`src/design/cleaning_robot_obstacle_sequencer_assert.svh`:
```
// Assertion macros shared by the obstacle sequencer RTL.
// Each macro expects clk and arst_n in scope; no other dependencies.
`ifndef CLEANING_ROBOT_OBSTACLE_SEQUENCER_ASSERT_SVH
`define CLEANING_ROBOT_OBSTACLE_SEQUENCER_ASSERT_SVH

// same-cycle implication
`define CROBS_ASSERT_IMP(lbl, ante, cons, msg) \
	lbl: assert property (@(posedge clk) disable iff (!arst_n) (ante) |-> (cons)) \
		else $error(msg);

// next-cycle implication
`define CROBS_ASSERT_NXT(lbl, ante, cons, msg) \
	lbl: assert property (@(posedge clk) disable iff (!arst_n) (ante) |=> (cons)) \
		else $error(msg);

`endif

```
`src/design/crobs_pkg.sv`:
```
// Shared types and codes for the cleaning robot obstacle sequencer.
// No dependencies; imported by every other design file but the assertion macro header.
package crobs_pkg;

	localparam int CNT_W  = 10;
	localparam int CODE_W = 3;
	localparam int IDX_W  = 2;

	// event codes
	localparam logic [CODE_W-1:0] EV_ENTER    = 3'd0;
	localparam logic [CODE_W-1:0] EV_SETUP    = 3'd1;
	localparam logic [CODE_W-1:0] EV_STALL    = 3'd2;
	localparam logic [CODE_W-1:0] EV_OBSTACLE = 3'd3;
	localparam logic [CODE_W-1:0] EV_ESCAPE   = 3'd4;

	// motor commands
	localparam logic [1:0] MOT_FWD  = 2'd0;
	localparam logic [1:0] MOT_STOP = 2'd1;
	localparam logic [1:0] MOT_REV  = 2'd2;
	localparam logic [1:0] MOT_SPIN = 2'd3;

	// display messages
	localparam logic [1:0] DSP_CLEAN  = 2'd0;
	localparam logic [1:0] DSP_AVOID  = 2'd1;
	localparam logic [1:0] DSP_NORMAL = 2'd2;

	// link messages
	localparam logic LNK_STALL   = 1'b0;
	localparam logic LNK_COLLIDE = 1'b1;

	// mode requests
	localparam logic MODE_SETUP = 1'b0;
	localparam logic MODE_FAULT = 1'b1;

	// register indexes
	localparam logic [IDX_W-1:0] REG_STOP    = 2'd0;
	localparam logic [IDX_W-1:0] REG_REVERSE = 2'd1;
	localparam logic [IDX_W-1:0] REG_SPIN    = 2'd2;

	localparam logic [CNT_W-1:0] STOP_RST    = 10'd200;
	localparam logic [CNT_W-1:0] REVERSE_RST = 10'd500;
	localparam logic [CNT_W-1:0] SPIN_RST    = 10'd800;

	typedef struct packed {
		logic [CNT_W-1:0] stop_ticks;
		logic [CNT_W-1:0] reverse_ticks;
		logic [CNT_W-1:0] spin_ticks;
	} cfg_t;

	typedef struct packed {
		logic       motor_cmd_valid;
		logic [1:0] motor_cmd;
		logic       display_msg_valid;
		logic [1:0] display_msg;
		logic       link_msg_valid;
		logic       link_msg;
		logic       mode_req_valid;
		logic       mode_req;
		logic [1:0] cur_state;
	} res_t;

endpackage

```
`src/design/crobs_if.sv`:
```
// Valid/ready channel interfaces: event input and command result.
// Depends on crobs_pkg for widths.
interface crobs_ev_if;
	import crobs_pkg::*;
	logic              valid;
	logic              ready;
	logic              event_valid;
	logic [CODE_W-1:0] event_code;

	modport source (output valid, event_valid, event_code, input ready);
	modport sink   (input valid, event_valid, event_code, output ready);
endinterface

interface crobs_res_if;
	logic       valid;
	logic       ready;
	logic       motor_cmd_valid;
	logic [1:0] motor_cmd;
	logic       display_msg_valid;
	logic [1:0] display_msg;
	logic       link_msg_valid;
	logic       link_msg;
	logic       mode_req_valid;
	logic       mode_req;
	logic [1:0] cur_state;

	modport source (output valid, motor_cmd_valid, motor_cmd, display_msg_valid, display_msg,
		link_msg_valid, link_msg, mode_req_valid, mode_req, cur_state, input ready);
	modport sink (input valid, motor_cmd_valid, motor_cmd, display_msg_valid, display_msg,
		link_msg_valid, link_msg, mode_req_valid, mode_req, cur_state, output ready);
endinterface

```
`src/design/crobs_cfg.sv`:
```
// Phase length registers, written through the plain configuration port.
// Depends on crobs_pkg.
module crobs_cfg (
	input  logic                        clk,
	input  logic                        arst_n,
	input  logic                        we,
	input  logic [crobs_pkg::IDX_W-1:0] idx,
	input  logic [crobs_pkg::CNT_W-1:0] data,
	output crobs_pkg::cfg_t             cfg
);
	import crobs_pkg::*;

	cfg_t cfg_q;

	always_ff @(posedge clk or negedge arst_n) begin
		if (!arst_n) begin
			cfg_q.stop_ticks    <= STOP_RST;
			cfg_q.reverse_ticks <= REVERSE_RST;
			cfg_q.spin_ticks    <= SPIN_RST;
		end else if (we) begin
			unique case (idx)
				REG_STOP:    cfg_q.stop_ticks    <= data;
				REG_REVERSE: cfg_q.reverse_ticks <= data;
				REG_SPIN:    cfg_q.spin_ticks    <= data;
				default:     ;
			endcase
		end
	end

	assign cfg = cfg_q;

endmodule

```
`src/design/crobs_fsm.sv`:
```
// Idle/cleaning/avoiding controller with phase countdown and result register.
// Depends on crobs_pkg and the assertion macro header.
`include "cleaning_robot_obstacle_sequencer_assert.svh"

module crobs_fsm (
	input  logic                         clk,
	input  logic                         arst_n,
	input  logic                         step,
	input  logic                         ev_valid,
	input  logic [crobs_pkg::CODE_W-1:0] ev_code,
	input  crobs_pkg::cfg_t              cfg,
	output crobs_pkg::res_t              res
);
	import crobs_pkg::*;

	typedef enum logic [1:0] {
		ST_IDLE  = 2'd0,
		ST_CLEAN = 2'd1,
		ST_AVOID = 2'd2
	} state_t;

	typedef enum logic [1:0] {
		PH_STOP = 2'd0,
		PH_REV  = 2'd1,
		PH_SPIN = 2'd2
	} phase_t;

	state_t           state_q, state_d;
	phase_t           phase_q, phase_d;
	logic [CNT_W-1:0] cd_q, cd_d, cd_dec;
	res_t             res_q, res_d;

	// countdown ticks down before the state logic looks at it
	assign cd_dec = (cd_q == '0) ? cd_q : cd_q - 1'b1;

	always_comb begin
		state_d = state_q;
		phase_d = phase_q;
		cd_d    = cd_dec;
		res_d   = '0;
		unique case (state_q)
			ST_IDLE: begin
				if (ev_valid && ev_code == EV_ENTER) begin
					state_d                 = ST_CLEAN;
					res_d.display_msg_valid = 1'b1;
					res_d.display_msg       = DSP_CLEAN;
					res_d.motor_cmd_valid   = 1'b1;
					res_d.motor_cmd         = MOT_FWD;
				end else if (ev_valid && ev_code == EV_SETUP) begin
					res_d.mode_req_valid = 1'b1;
					res_d.mode_req       = MODE_SETUP;
				end
			end
			ST_CLEAN: begin
				if (ev_valid && ev_code == EV_STALL) begin
					state_d              = ST_IDLE;
					res_d.mode_req_valid = 1'b1;
					res_d.mode_req       = MODE_FAULT;
					res_d.link_msg_valid = 1'b1;
					res_d.link_msg       = LNK_STALL;
				end else if (ev_valid && ev_code == EV_OBSTACLE) begin
					state_d                 = ST_AVOID;
					phase_d                 = PH_STOP;
					cd_d                    = cfg.stop_ticks;
					res_d.display_msg_valid = 1'b1;
					res_d.display_msg       = DSP_AVOID;
					res_d.motor_cmd_valid   = 1'b1;
					res_d.motor_cmd         = MOT_STOP;
					res_d.link_msg_valid    = 1'b1;
					res_d.link_msg          = LNK_COLLIDE;
				end else if (ev_valid && ev_code == EV_ESCAPE) begin
					state_d                 = ST_IDLE;
					res_d.motor_cmd_valid   = 1'b1;
					res_d.motor_cmd         = MOT_STOP;
					res_d.display_msg_valid = 1'b1;
					res_d.display_msg       = DSP_NORMAL;
				end
			end
			ST_AVOID: begin
				// stall wins over a phase advance in the same tick
				if (ev_valid && ev_code == EV_STALL) begin
					state_d              = ST_IDLE;
					res_d.mode_req_valid = 1'b1;
					res_d.mode_req       = MODE_FAULT;
				end else if (cd_dec == '0) begin
					res_d.motor_cmd_valid = 1'b1;
					unique case (phase_q)
						PH_STOP: begin
							phase_d         = PH_REV;
							cd_d            = cfg.reverse_ticks;
							res_d.motor_cmd = MOT_REV;
						end
						PH_REV: begin
							phase_d         = PH_SPIN;
							cd_d            = cfg.spin_ticks;
							res_d.motor_cmd = MOT_SPIN;
						end
						default: begin
							state_d                 = ST_CLEAN;
							res_d.display_msg_valid = 1'b1;
							res_d.display_msg       = DSP_CLEAN;
							res_d.motor_cmd         = MOT_FWD;
						end
					endcase
				end
			end
			default: state_d = ST_IDLE;
		endcase
		res_d.cur_state = state_d;
	end

	always_ff @(posedge clk or negedge arst_n) begin
		if (!arst_n) begin
			state_q <= ST_IDLE;
			phase_q <= PH_STOP;
			cd_q    <= '0;
			res_q   <= '0;
		end else if (step) begin
			state_q <= state_d;
			phase_q <= phase_d;
			cd_q    <= cd_d;
			res_q   <= res_d;
		end
	end

	assign res = res_q;

	`CROBS_ASSERT_NXT(a_no_step_hold, !step,
		$stable(state_q) && $stable(cd_q) && $stable(res_q), "controller moved without a step")
	`CROBS_ASSERT_NXT(a_stall_avoid_idle,
		step && state_q == ST_AVOID && ev_valid && ev_code == EV_STALL,
		state_q == ST_IDLE && res_q.mode_req == MODE_FAULT && !res_q.motor_cmd_valid,
		"stall in avoiding did not go idle")
	`CROBS_ASSERT_IMP(a_state_matches, 1'b1, res_q.cur_state == state_q,
		"reported state differs from controller state")

endmodule

```
`src/design/cleaning_robot_obstacle_sequencer.sv`:
```
// Top level of the cleaning robot obstacle sequencer: input register, controller, result.
// Depends on crobs_pkg, crobs_if, crobs_cfg, crobs_fsm and the assertion macro header.
//
//   channel   dir   handshake        payload
//   ev_in     in    valid/ready      event_valid, event_code
//   res_out   out   valid/ready      motor/display/link/mode commands, cur_state
//   cfg       in    we (no wait)     idx, data (phase lengths)
//
// One tick per clock sustained while res_out.ready holds; two registers (input register, result register).
// The controller state advances in the cycle a registered tick moves into the result register.
// A stalled result holds; one more tick waits in the input register, then ev_in.ready drops.
// Reset clears control state and loads phase lengths 200/500/800; no clearing pass.
`include "cleaning_robot_obstacle_sequencer_assert.svh"

module cleaning_robot_obstacle_sequencer (
	input  logic                        clk,
	input  logic                        arst_n,
	crobs_ev_if.sink                    ev_in,
	crobs_res_if.source                 res_out,
	input  logic                        cfg_we,
	input  logic [crobs_pkg::IDX_W-1:0] cfg_idx,
	input  logic [crobs_pkg::CNT_W-1:0] cfg_data
);
	import crobs_pkg::*;

	logic              valid_s1;
	logic              ev_valid_s1;
	logic [CODE_W-1:0] ev_code_s1;
	logic              res_valid_q;
	logic              step;
	cfg_t              cfg;
	res_t              res;

	assign step        = valid_s1 && (!res_valid_q || res_out.ready);
	assign ev_in.ready = !valid_s1 || step;

	always_ff @(posedge clk or negedge arst_n) begin
		if (!arst_n) begin
			valid_s1    <= 1'b0;
			res_valid_q <= 1'b0;
		end else begin
			if (ev_in.ready)
				valid_s1 <= ev_in.valid;
			if (step)
				res_valid_q <= 1'b1;
			else if (res_out.ready)
				res_valid_q <= 1'b0;
		end
	end

	always_ff @(posedge clk) begin
		if (ev_in.valid && ev_in.ready) begin
			ev_valid_s1 <= ev_in.event_valid;
			ev_code_s1  <= ev_in.event_code;
		end
	end

	crobs_cfg u_cfg (
		.clk    (clk),
		.arst_n (arst_n),
		.we     (cfg_we),
		.idx    (cfg_idx),
		.data   (cfg_data),
		.cfg    (cfg)
	);

	crobs_fsm u_fsm (
		.clk      (clk),
		.arst_n   (arst_n),
		.step     (step),
		.ev_valid (ev_valid_s1),
		.ev_code  (ev_code_s1),
		.cfg      (cfg),
		.res      (res)
	);

	assign res_out.valid             = res_valid_q;
	assign res_out.motor_cmd_valid   = res.motor_cmd_valid;
	assign res_out.motor_cmd         = res.motor_cmd;
	assign res_out.display_msg_valid = res.display_msg_valid;
	assign res_out.display_msg       = res.display_msg;
	assign res_out.link_msg_valid    = res.link_msg_valid;
	assign res_out.link_msg          = res.link_msg;
	assign res_out.mode_req_valid    = res.mode_req_valid;
	assign res_out.mode_req          = res.mode_req;
	assign res_out.cur_state         = res.cur_state;

	`CROBS_ASSERT_IMP(a_stall_means_full, !ev_in.ready,
		valid_s1 && res_valid_q && !res_out.ready, "input stalled with a free slot")

endmodule
```
`src/flat_wrapper.sv`:
```
// flat-port wrapper written by rule: the top's interface ports become plain ports
module cleaning_robot_obstacle_sequencer_flat import crobs_pkg::*;
  (clk, arst_n, cfg_we, cfg_idx, cfg_data, ev_in_valid, ev_in_event_valid, ev_in_event_code, ev_in_ready, res_out_valid, res_out_motor_cmd_valid, res_out_motor_cmd, res_out_display_msg_valid, res_out_display_msg, res_out_link_msg_valid, res_out_link_msg, res_out_mode_req_valid, res_out_mode_req, res_out_cur_state, res_out_ready);
  crobs_ev_if ev_in_i ();
  crobs_res_if res_out_i ();
  input  logic clk;
  input  logic arst_n;
  input  logic cfg_we;
  input  logic [crobs_pkg::IDX_W-1:0] cfg_idx;
  input  logic [crobs_pkg::CNT_W-1:0] cfg_data;
  input wire logic [$bits(ev_in_i.valid)-1:0] ev_in_valid;
  input wire logic [$bits(ev_in_i.event_valid)-1:0] ev_in_event_valid;
  input wire logic [$bits(ev_in_i.event_code)-1:0] ev_in_event_code;
  output wire logic [$bits(ev_in_i.ready)-1:0] ev_in_ready;
  output wire logic [$bits(res_out_i.valid)-1:0] res_out_valid;
  output wire logic [$bits(res_out_i.motor_cmd_valid)-1:0] res_out_motor_cmd_valid;
  output wire logic [$bits(res_out_i.motor_cmd)-1:0] res_out_motor_cmd;
  output wire logic [$bits(res_out_i.display_msg_valid)-1:0] res_out_display_msg_valid;
  output wire logic [$bits(res_out_i.display_msg)-1:0] res_out_display_msg;
  output wire logic [$bits(res_out_i.link_msg_valid)-1:0] res_out_link_msg_valid;
  output wire logic [$bits(res_out_i.link_msg)-1:0] res_out_link_msg;
  output wire logic [$bits(res_out_i.mode_req_valid)-1:0] res_out_mode_req_valid;
  output wire logic [$bits(res_out_i.mode_req)-1:0] res_out_mode_req;
  output wire logic [$bits(res_out_i.cur_state)-1:0] res_out_cur_state;
  input wire logic [$bits(res_out_i.ready)-1:0] res_out_ready;
  assign ev_in_i.valid = ev_in_valid;
  assign ev_in_i.event_valid = ev_in_event_valid;
  assign ev_in_i.event_code = ev_in_event_code;
  assign ev_in_ready = ev_in_i.ready;
  assign res_out_valid = res_out_i.valid;
  assign res_out_motor_cmd_valid = res_out_i.motor_cmd_valid;
  assign res_out_motor_cmd = res_out_i.motor_cmd;
  assign res_out_display_msg_valid = res_out_i.display_msg_valid;
  assign res_out_display_msg = res_out_i.display_msg;
  assign res_out_link_msg_valid = res_out_i.link_msg_valid;
  assign res_out_link_msg = res_out_i.link_msg;
  assign res_out_mode_req_valid = res_out_i.mode_req_valid;
  assign res_out_mode_req = res_out_i.mode_req;
  assign res_out_cur_state = res_out_i.cur_state;
  assign res_out_i.ready = res_out_ready;
  cleaning_robot_obstacle_sequencer u_core (.clk(clk), .arst_n(arst_n), .ev_in(ev_in_i), .res_out(res_out_i), .cfg_we(cfg_we), .cfg_idx(cfg_idx), .cfg_data(cfg_data));
endmodule
```
`config.mk`:
```
export PLATFORM = sky130hd
export DESIGN_NAME = cleaning_robot_obstacle_sequencer_flat
export DESIGN_NICKNAME = d
export VERILOG_FILES = /design/src/design/crobs_pkg.sv /design/src/design/crobs_if.sv /design/src/design/crobs_cfg.sv /design/src/design/crobs_fsm.sv /design/src/design/cleaning_robot_obstacle_sequencer.sv /design/src/flat_wrapper.sv
export VERILOG_INCLUDE_DIRS = /design/src /design/src/design
export SDC_FILE = /design/constraint.sdc
export NUM_CORES = 1
export LEC_CHECK = 0
export BUFFER_PORTS_ARGS = -buffer_cell sky130_fd_sc_hd__buf_4
export CORE_MARGIN = 2
export CORE_UTILIZATION = 40
export CTS_BUF_LIST = sky130_fd_sc_hd__clkbuf_4 sky130_fd_sc_hd__clkbuf_8
export DETAILED_ROUTE_END_ITERATION = 8
export GPL_ROUTABILITY_DRIVEN = 0
export GPL_TIMING_DRIVEN = 0
export SLEW_MARGIN = 10
export SYNTH_ARGS = -nofsm -noshare
export SYNTH_HDL_FRONTEND = slang
export SYNTH_HIERARCHICAL = 1
export SYNTH_SLANG_ARGS = --single-unit
export TNS_END_PERCENT = 20
```
`constraint.sdc`:
```
create_clock -name clk -period 2.67 [get_ports clk]
set_clock_uncertainty 0.2 [all_clocks]
set_input_delay 0.1335 -clock clk [delete_from_list [all_inputs] [get_ports clk]]
set_output_delay 0.1335 -clock clk [all_outputs]
set_load 0.005 [all_outputs]
```
==> results of run 1 <==
per-stage QoR:
step	utilization	instance area, um2	hold slack (ps)	instances	TNS [ps]
after detailed placement	0.459	4000	41.7	466	-4770
after CTS	0.515	4500	75.1	508	-1800
after floorplan	-	3610	-362	324	0
after global routing	0.530	4620	76.9	510	-154
final	0.530	4620	79.2	510	0
after global placement	0.459	4000	40.2	466	-4340
area by class of cell:
cell class,count,share of cell area
Clock inverter,4,0.0103
Sequential cell,60,0.333
Clock buffer,12,0.0344
Buffer,17,0.0255
Timing Repair Buffer,64,0.114
Inverter,16,0.0138
Tap cell,108,0.0293
Multi-Input combinational cell,229,0.440
how the worst max path moves through the flow:
stage / start / endpoint / slack, ps / depth (start not counted)
3_3_place_gp: u_core/u_fsm/cd_q[0]$_DFFE_PN0P_ / u_core/u_fsm/cd_q[6]$_DFFE_PN0P_ / -330 / 10
3_5_place_dp: u_core/u_fsm/cd_q[0]$_DFFE_PN0P_ / u_core/u_fsm/res[1]$_DFFE_PN0P_ / -340 / 9
4_1_cts: u_core/u_fsm/cd_q[1]$_DFFE_PN0P_ / u_core/u_fsm/phase_q[0]$_DFFE_PN0P_ / -140 / 9
5_1_grt: u_core/u_fsm/cd_q[0]$_DFFE_PN0P_ / u_core/u_fsm/res[11]$_DFFE_PN0P_ / -40 / 8
6_report: u_core/u_fsm/cd_q[0]$_DFFE_PN0P_ / u_core/u_fsm/res[11]$_DFFE_PN0P_ / 40 / 8
2_1_floorplan: u_core/u_fsm/cd_q[0]$_DFFE_PN0P_ / u_core/u_fsm/res[1]$_DFFE_PN0P_ / 9 / 9
power breakdown:
part / total [W] / internal, W / switching, W
sequential: 0.00131 / 0.00113 / 0.000183
combinational: 0.00166 / 0.000746 / 0.000910
clock: 0.000854 / 0.000489 / 0.000365
cell usage after synthesis (2+ instances only):
| cell type | n | area share |
|---|---|---|
| o211ai_1 | 2 | 0.0042 |
| o31ai_1 | 2 | 0.0042 |
| edfxtp_1 | 4 | 0.033 |
| a41oi_2 | 4 | 0.018 |
| a21oi_2 | 5 | 0.012 |
| and3_1 | 2 | 0.0035 |
| mux2_2 | 21 | 0.066 |
| a31oi_1 | 3 | 0.0052 |
| nand2b_1 | 6 | 0.010 |
| nand4_1 | 2 | 0.0035 |
| buf_6 | 5 | 0.016 |
| dfstp_2 | 12 | 0.087 |
| o32ai_1 | 3 | 0.0073 |
| a32o_1 | 2 | 0.0056 |
| buf_1 | 2 | 0.0021 |
| nor2_1 | 13 | 0.014 |
| mux2_4 | 20 | 0.083 |
| a21oi_1 | 11 | 0.015 |
| mux2i_1 | 4 | 0.011 |
| nor2b_1 | 3 | 0.0052 |
| a221oi_1 | 3 | 0.0073 |
| dfrtp_1 | 44 | 0.31 |
| o22ai_1 | 5 | 0.0087 |
| nand3b_1 | 4 | 0.0083 |
| and2_1 | 2 | 0.0035 |
| o21ai_1 | 2 | 0.0028 |
| buf_2 | 2 | 0.0028 |
| nand3_2 | 4 | 0.011 |
| nand3_1 | 10 | 0.014 |
| nor4_1 | 2 | 0.0035 |
| inv_1 | 15 | 0.016 |
| nor3_1 | 8 | 0.011 |
| nand2_1 | 23 | 0.024 |
| o21ai_0 | 14 | 0.019 |
| or2_2 | 2 | 0.0035 |
| xnor2_1 | 3 | 0.0073 |
| o21bai_1 | 2 | 0.0042 |
| clkbuf_1 | 9 | 0.0094 |
| and2b_1 | 2 | 0.0042 |
| ha_1 | 5 | 0.017 |
| o221ai_1 | 4 | 0.0097 |
| nand2_2 | 4 | 0.0069 |
sequential cells by signal (all words and copies together), names as in the netlist:
signal                cells
u_core/u_cfg/cfg         30
u_core/res_out.valid      1
u_core/u_fsm/phase_q      2
u_core/u_fsm/cd_q        10
u_core/valid_s1           1
u_core/ev_valid_s1        1
u_core/u_fsm/res         12
u_core/ev_code_s1         3
what timing repair did:
action	CTS	global route
setup endpoints to repair	21	20
hold buffers	18	0
buffers inserted	8	3
endpoints found under the hold margin	84	0
gates resized for setup	14	25
pin swaps	5	6
cloned	1	0
worst max-delay path: stages (launching register included):
cell and delay (ps):
dfrtp_2 420, inv_2 90, ha_4 140, or4b_4 490, o41ai_4 300, nand4_4 190
nor4b_1 320, nand2_1 150, o311ai_1 250
routing by layer:
layer,track usage,part of all wire,vias up
li1,-,-,1344
met1,0.276,0.46,1454
met2,0.291,0.46,132
met3,0.0468,0.058,21
met4,0.0717,0.023,0
met5,0,0,-
kinds of logic after synthesis:
| logic type | Yosys count |
|---|---|
| simple gates | 101 |
| compound gates | 74 |
| flops | 60 |
| mux | 46 |
| buf+inv | 35 |
| fa+ha+maj | 5 |
| xor+xnor | 3 |
==> results.json, run 1 <==
{
  "synth_fp_nets": 350,
  "post-route-period-util": 0.986,
  "num_rows": 34,
  "die_h_um": 98.9,
  "num_vias": 2951,
  "syn-mean-instance-area_um2": 11.1,
  "cts_sinks": 60,
  "synth_top_family_by_area": "simple AND/OR/NAND/NOR gates",
  "pre_cts_ws_ps": -345,
  "pin_count": 35,
  "yosysSeqAreaShare": 0.426,
  "worstSetupPathType": "reg2reg",
  "r2r_cells": 8,
  "clk_pin_slew_worst_paths_ps": 70,
  "synthAdderAreaFrac": 0.0174,
  "multi_input_area_um2": 2030,
  "status": "finished clean",
  "ir_drop_uv": 477,
  "fillCellCount": 753,
  "netlist_area_um2": 3600,
  "synthSimpleGateAreaFrac": 0.173,
  "ys_async_sr_fraction": 0.933,
  "area_growth_pct": 28.2,
  "clkLatencyLatePin_ps": 340,
  "grt_max_degree": 57,
  "grt_pass1_wl_um": 15000,
  "grt_usage": 0.195,
  "core_um2": 8720,
  "cp_max_fo": 3,
  "fin_crit_ps": 2630,
  "synth-edff-count": 4,
  "drc_errors": 0,
  "wl_per_cell_um": 18.2,
  "first_pass_iters": 5,
  "drv_slew": 0,
  "finalPower_w": 0.00382,
  "required_ps": 2710,
  "antenna_found_initial": 0,
  "min_path_type": "in2reg",
  "setup_violations": 0,
  "synthXorXnorAreaFrac": 0.00729,
  "layout-drive-gt1-share": 0.443,
  "yosysWarnings": 6,
  "hold_viol_final": 0,
  "worstPathArrival_ps": 2670,
  "reg2reg_setup_slack_ps": 40,
  "ant_nets": 0,
  "hold_path_end": "u_core/ev_code_s1[0]$_DFFE_PP_",
  "first_iter_violations": 227,
  "dieWidth_um": 98.9,
  "vias_per_cell": 5.79,
  "synthDistinctLibCells": 71,
  "worst_pin_slew_ps": 716,
  "rsz0062_at_grt": "yes",
  "cp-end-kind": "register",
  "synth_ff_type": "dfrtp_1",
  "cellLeakagePower_nw": 1.90,
  "finalWirelength_um": 9290,
  "muxShareOfSynthArea": 0.163,
  "synth-seq-cells": 60,
  "startpoint_type": "register",
  "io_buffers": 34,
  "cap_violations": 0,
  "cts_tree": "built",
  "slew_headroom": 0.523,
  "finalWorstSetupSlack_ps": 37.5,
  "start_util": 0.413,
  "nets": 423,
  "hold_start": "res_out_ready",
  "hold_depth": 3,
  "r2r-start": "u_core/u_fsm/cd_q[0]$_DFFE_PN0P_",
  "cts_made_buffers": 9,
  "fmax_mhz": 380,
  "overflow": 0,
  "synth-compound-area-share": 0.164,
  "seqCellArea_um2": 1540,
  "final_common_cell": "buf_4",
  "ctsLongestPathBuffers": 2,
  "htree_num_levels": 3,
  "fp.dieArea_um2": 9780,
  "postSynthCellCount": 324,
  "grt_pass1_vias": 2896,
  "cts-root-buf": "clkbuf_8",
  "place.detailed.hpwl_um": 6160,
  "final_cell_mix": "buf_4, dfrtp_1, nand2_1",
  "diodes": 0,
  "power.density_nw_per_um2": 827,
  "r2r-end": "u_core/u_fsm/res[11]$_DFFE_PN0P_"
}
No activity file was read; power rests on OpenSTA's default activity.
==> inputs of run 2 (changes only) <==
--- a/config.mk
+++ b/config.mk
@@ -6,6 +6,7 @@
 export SDC_FILE = /design/constraint.sdc
 export NUM_CORES = 1
 export LEC_CHECK = 0
+export ABC_AREA = 1
 export BUFFER_PORTS_ARGS = -buffer_cell sky130_fd_sc_hd__buf_4
 export CORE_MARGIN = 2
 export CORE_UTILIZATION = 40
@@ -13,6 +14,7 @@
 export DETAILED_ROUTE_END_ITERATION = 8
 export GPL_ROUTABILITY_DRIVEN = 0
 export GPL_TIMING_DRIVEN = 0
+export SETUP_SLACK_MARGIN = 0.2
 export SLEW_MARGIN = 10
 export SYNTH_ARGS = -nofsm -noshare
 export SYNTH_HDL_FRONTEND = slang
==> run 2 against run 1 <==
  * Non-clock buffer count unchanged
  * Power increased by 13%
  * First-iteration DRC count decreased by 17%
  * Sequential cell count unchanged
  * Fmax increased by 6.5%
  * Count of clock-buffer cells in the layout decreased by 3
  * Critical path depth increased by 8
  * Global-route usage about the same
  * Setup slack improved by 160 ps
  * Combinational power increased by 34%
  * Clock power decreased by 3.3%
  * Synthesized cell count increased by 46%
  * Highest routed layer unchanged
==> results.json, run 2 <==
{
  "status": "finished clean",
  "met1_length_um": 4580,
  "wl_per_cell_um": 14.2,
  "hold_depth": 4,
  "crit_cells": 16,
  "overflow": 0,
  "final_common_cell": "nand2_1",
  "slowest_stage": "dfrtp_1",
  "core_um2": 8720,
  "area_growth_pct": 27.1,
  "dieWidth_um": 98.7,
  "synth_most_common_cell": "nand2_1",
  "top_layer_used": "met4",
  "vias_per_cell": 5.08,
  "ys_top_cells_by_area": "dfrtp_1, nand2_1, dfstp_2",
  "ctsLongestPathBuffers": 2,
  "first_iter_violations": 189,
  "synth-edff-count": 4,
  "num_vias": 3351,
  "diodes": 0,
  "yosysSeqAreaShare": 0.429,
  "clkLatencyLatePin_ps": 350,
  "post-route-period-util": 0.926,
  "grt_usage": 0.195,
  "grt_pass1_vias": 3091,
  "first_pass_iters": 5,
  "nets": 572,
  "worst_pin_slew_ps": 724,
  "pin_count": 35,
  "power.density_nw_per_um2": 951,
  "cp-end-kind": "register",
  "synth_ff_type": "dfrtp_1",
  "rsz0062_at_grt": "yes",
  "ant_nets": 0,
  "fillCellCount": 850,
  "pre_cts_ws_ps": 104,
  "final_cell_mix": "nand2_1, buf_4, dfrtp_1",
  "cp_common_cell": "nand2_1",
  "synth_fp_nets": 499,
  "ys_async_sr_fraction": 0.933,
  "cts-root-buf": "clkbuf_8",
  "wl_met2_um": 4290,
  "cts_sinks": 60,
  "postSynthCellCount": 473,
  "crit_buf_inv": 2,
  "r2r_cells": 16,
  "io_buffers": 33,
  "required_ps": 2710,
  "num_rows": 34,
  "wl_met3_um": 381,
  "grt_max_degree": 57,
  "ir_drop_uv": 354,
  "start_util": 0.411,
  "hold_viol_final": 0,
  "timing.setup.tns_ps": 0,
  "htree_num_levels": 3,
  "drc_errors": 0,
  "cp_max_fo": 5,
  "largest_reg_flops": 30,
  "synth_top_cell_by_area": "dfrtp_1",
  "yosysWarnings": 6,
  "layout-drive-gt1-share": 0.252,
  "fin_crit_ps": 2470,
  "syn-mean-instance-area_um2": 7.58,
  "setup_violations": 0,
  "synthDistinctLibCells": 40,
  "fp.dieArea_um2": 9730,
  "antenna_found_initial": 0,
  "cellLeakagePower_nw": 2.24,
  "slew_headroom": 0.517,
  "worstPathArrival_ps": 2510,
  "min_path_type": "in2reg",
  "netlist_area_um2": 3580,
  "place.detailed.hpwl_um": 6660,
  "cts_made_buffers": 9,
  "synth.top_cell.area_share": 0.307,
  "synthTopCellsByCount": "nand2_1, dfrtp_1, inv_1",
  "crit_chain": "inv_2 > ha_4 > nand3_1 > nor2_4 > nand3_1 > nand2_2 > nand2_2 > nor2_4 > nand3_2 > buf_4 > nor2_1 > nor2_1 > nand2_1 > nand2_1 > nand2_1 > a21oi_2",
  "cap_violations": 0,
  "critPathTopFamily": "simple AND/OR/NAND/NOR gates",
  "worstSetupPathType": "reg2reg",
  "grt_pass1_wl_um": 15300,
  "fmax_mhz": 405,
  "finalWorstSetupSlack_ps": 199,
  "die_h_um": 98.7,
  "synth-seq-cells": 60,
  "cts_tree": "built",
  "startpoint_type": "register",
  "drv_slew": 0,
  "max_stage_delay_ps": 400,
  "finalWirelength_um": 9350,
  "clk_pin_slew_worst_paths_ps": 70
}
[run 2: final timing paths]
kind                       slack [ps]                               end                        startpoint
max                               200  u_core/u_fsm/cd_q[6]$_DFFE_PN0P_  u_core/u_fsm/cd_q[1]$_DFFE_PN0P_
min in group asynchronous         180   u_core/u_cfg/cfg[6]$_DFFE_PN0P_                            arst_n
min                                 5  u_core/u_cfg/cfg[27]$_DFFE_PN1P_                            cfg_we
max reg2reg                       200  u_core/u_fsm/cd_q[6]$_DFFE_PN0P_  u_core/u_fsm/cd_q[1]$_DFFE_PN0P_
min reg2reg                       270   u_core/u_cfg/cfg[5]$_DFFE_PN1P_   u_core/u_cfg/cfg[5]$_DFFE_PN1P_
max in group asynchronous        1600  u_core/u_cfg/cfg[22]$_DFFE_PN0P_                            arst_n
[run 2: stage by stage]
| stage | power [W] | cells | instance area, um2 | util | hold WS (ps) |
|---|---|---|---|---|---|
| after global placement | 0.00318 | 614 | 3970 | 0.455 | 36.6 |
| after detailed placement | 0.00321 | 614 | 3970 | 0.455 | 42.9 |
| after floorplan | 0.00270 | 473 | 3580 | - | -362 |
| final | 0.00433 | 659 | 4550 | 0.522 | 5.07 |
| after CTS | 0.00413 | 652 | 4400 | 0.504 | 0.214 |
| after global routing | 0.00466 | 659 | 4550 | 0.522 | 0.912 |
[run 2: worst reg2reg max path: stages (launching register included)]
cell and delay (ps):
dfrtp_1 400, inv_2 90, ha_4 160, nand3_1 180, nor2_4 200, nand3_1 100
nand2_2 140, nand2_2 80, nor2_4 90, nand3_2 110, buf_4 190, nor2_1 130
nor2_1 60, nand2_1 60, nand2_1 40, nand2_1 80, a21oi_2 50
[run 2: logic make-up after synthesis]
logic type                 synth area share
adders and majority gates            0.0175
AOI/OAI and AO/OA                     0.133
xor gates and xnor gates            0.00244
buffers and inverters                0.0848
DFF                                   0.429
and+or+nand+nor                       0.333
[run 2: what timing repair did]
item | 4_1_cts | 5_1_grt
endpoints found under the hold margin | 80 | 0
endpoints found under the setup margin | 13 | 16
pin swaps | 0 | 8
setup buffers | 2 | 5
gates cloned | 0 | 2
hold buffers | 20 | 0
gates resized for setup | 3 | 23
[run 2: final cells by class]
| type | count | area [um2] | area share |
|---|---|---|---|
| clock buffers | 9 | 124 | 0.0272 |
| clock inverters | 7 | 75.1 | 0.0165 |
| well taps | 108 | 135 | 0.0297 |
| plain buffers | 19 | 140 | 0.0308 |
| flip-flops and latches | 60 | 1540 | 0.337 |
| multi-input cells | 347 | 1830 | 0.401 |
| repair buffers | 62 | 537 | 0.118 |
| inverters | 47 | 180 | 0.0396 |
[run 2: where the power goes]
part           internal, W  leakage (nW)  switching [W]
Sequential         0.00111         0.726       0.000159
Combinational     0.000846          1.42        0.00139
Clock             0.000433        0.0935       0.000392
Total              0.00239          2.24        0.00194
[run 2: per-layer routing]
| metal | vias up | track usage |
|---|---|---|
| met5 | - | 0 |
| met4 | 0 | 0.0348 |
| met3 | 14 | 0.0447 |
| met2 | 90 | 0.303 |
| met1 | 1545 | 0.284 |
| li1 | 1702 | - |
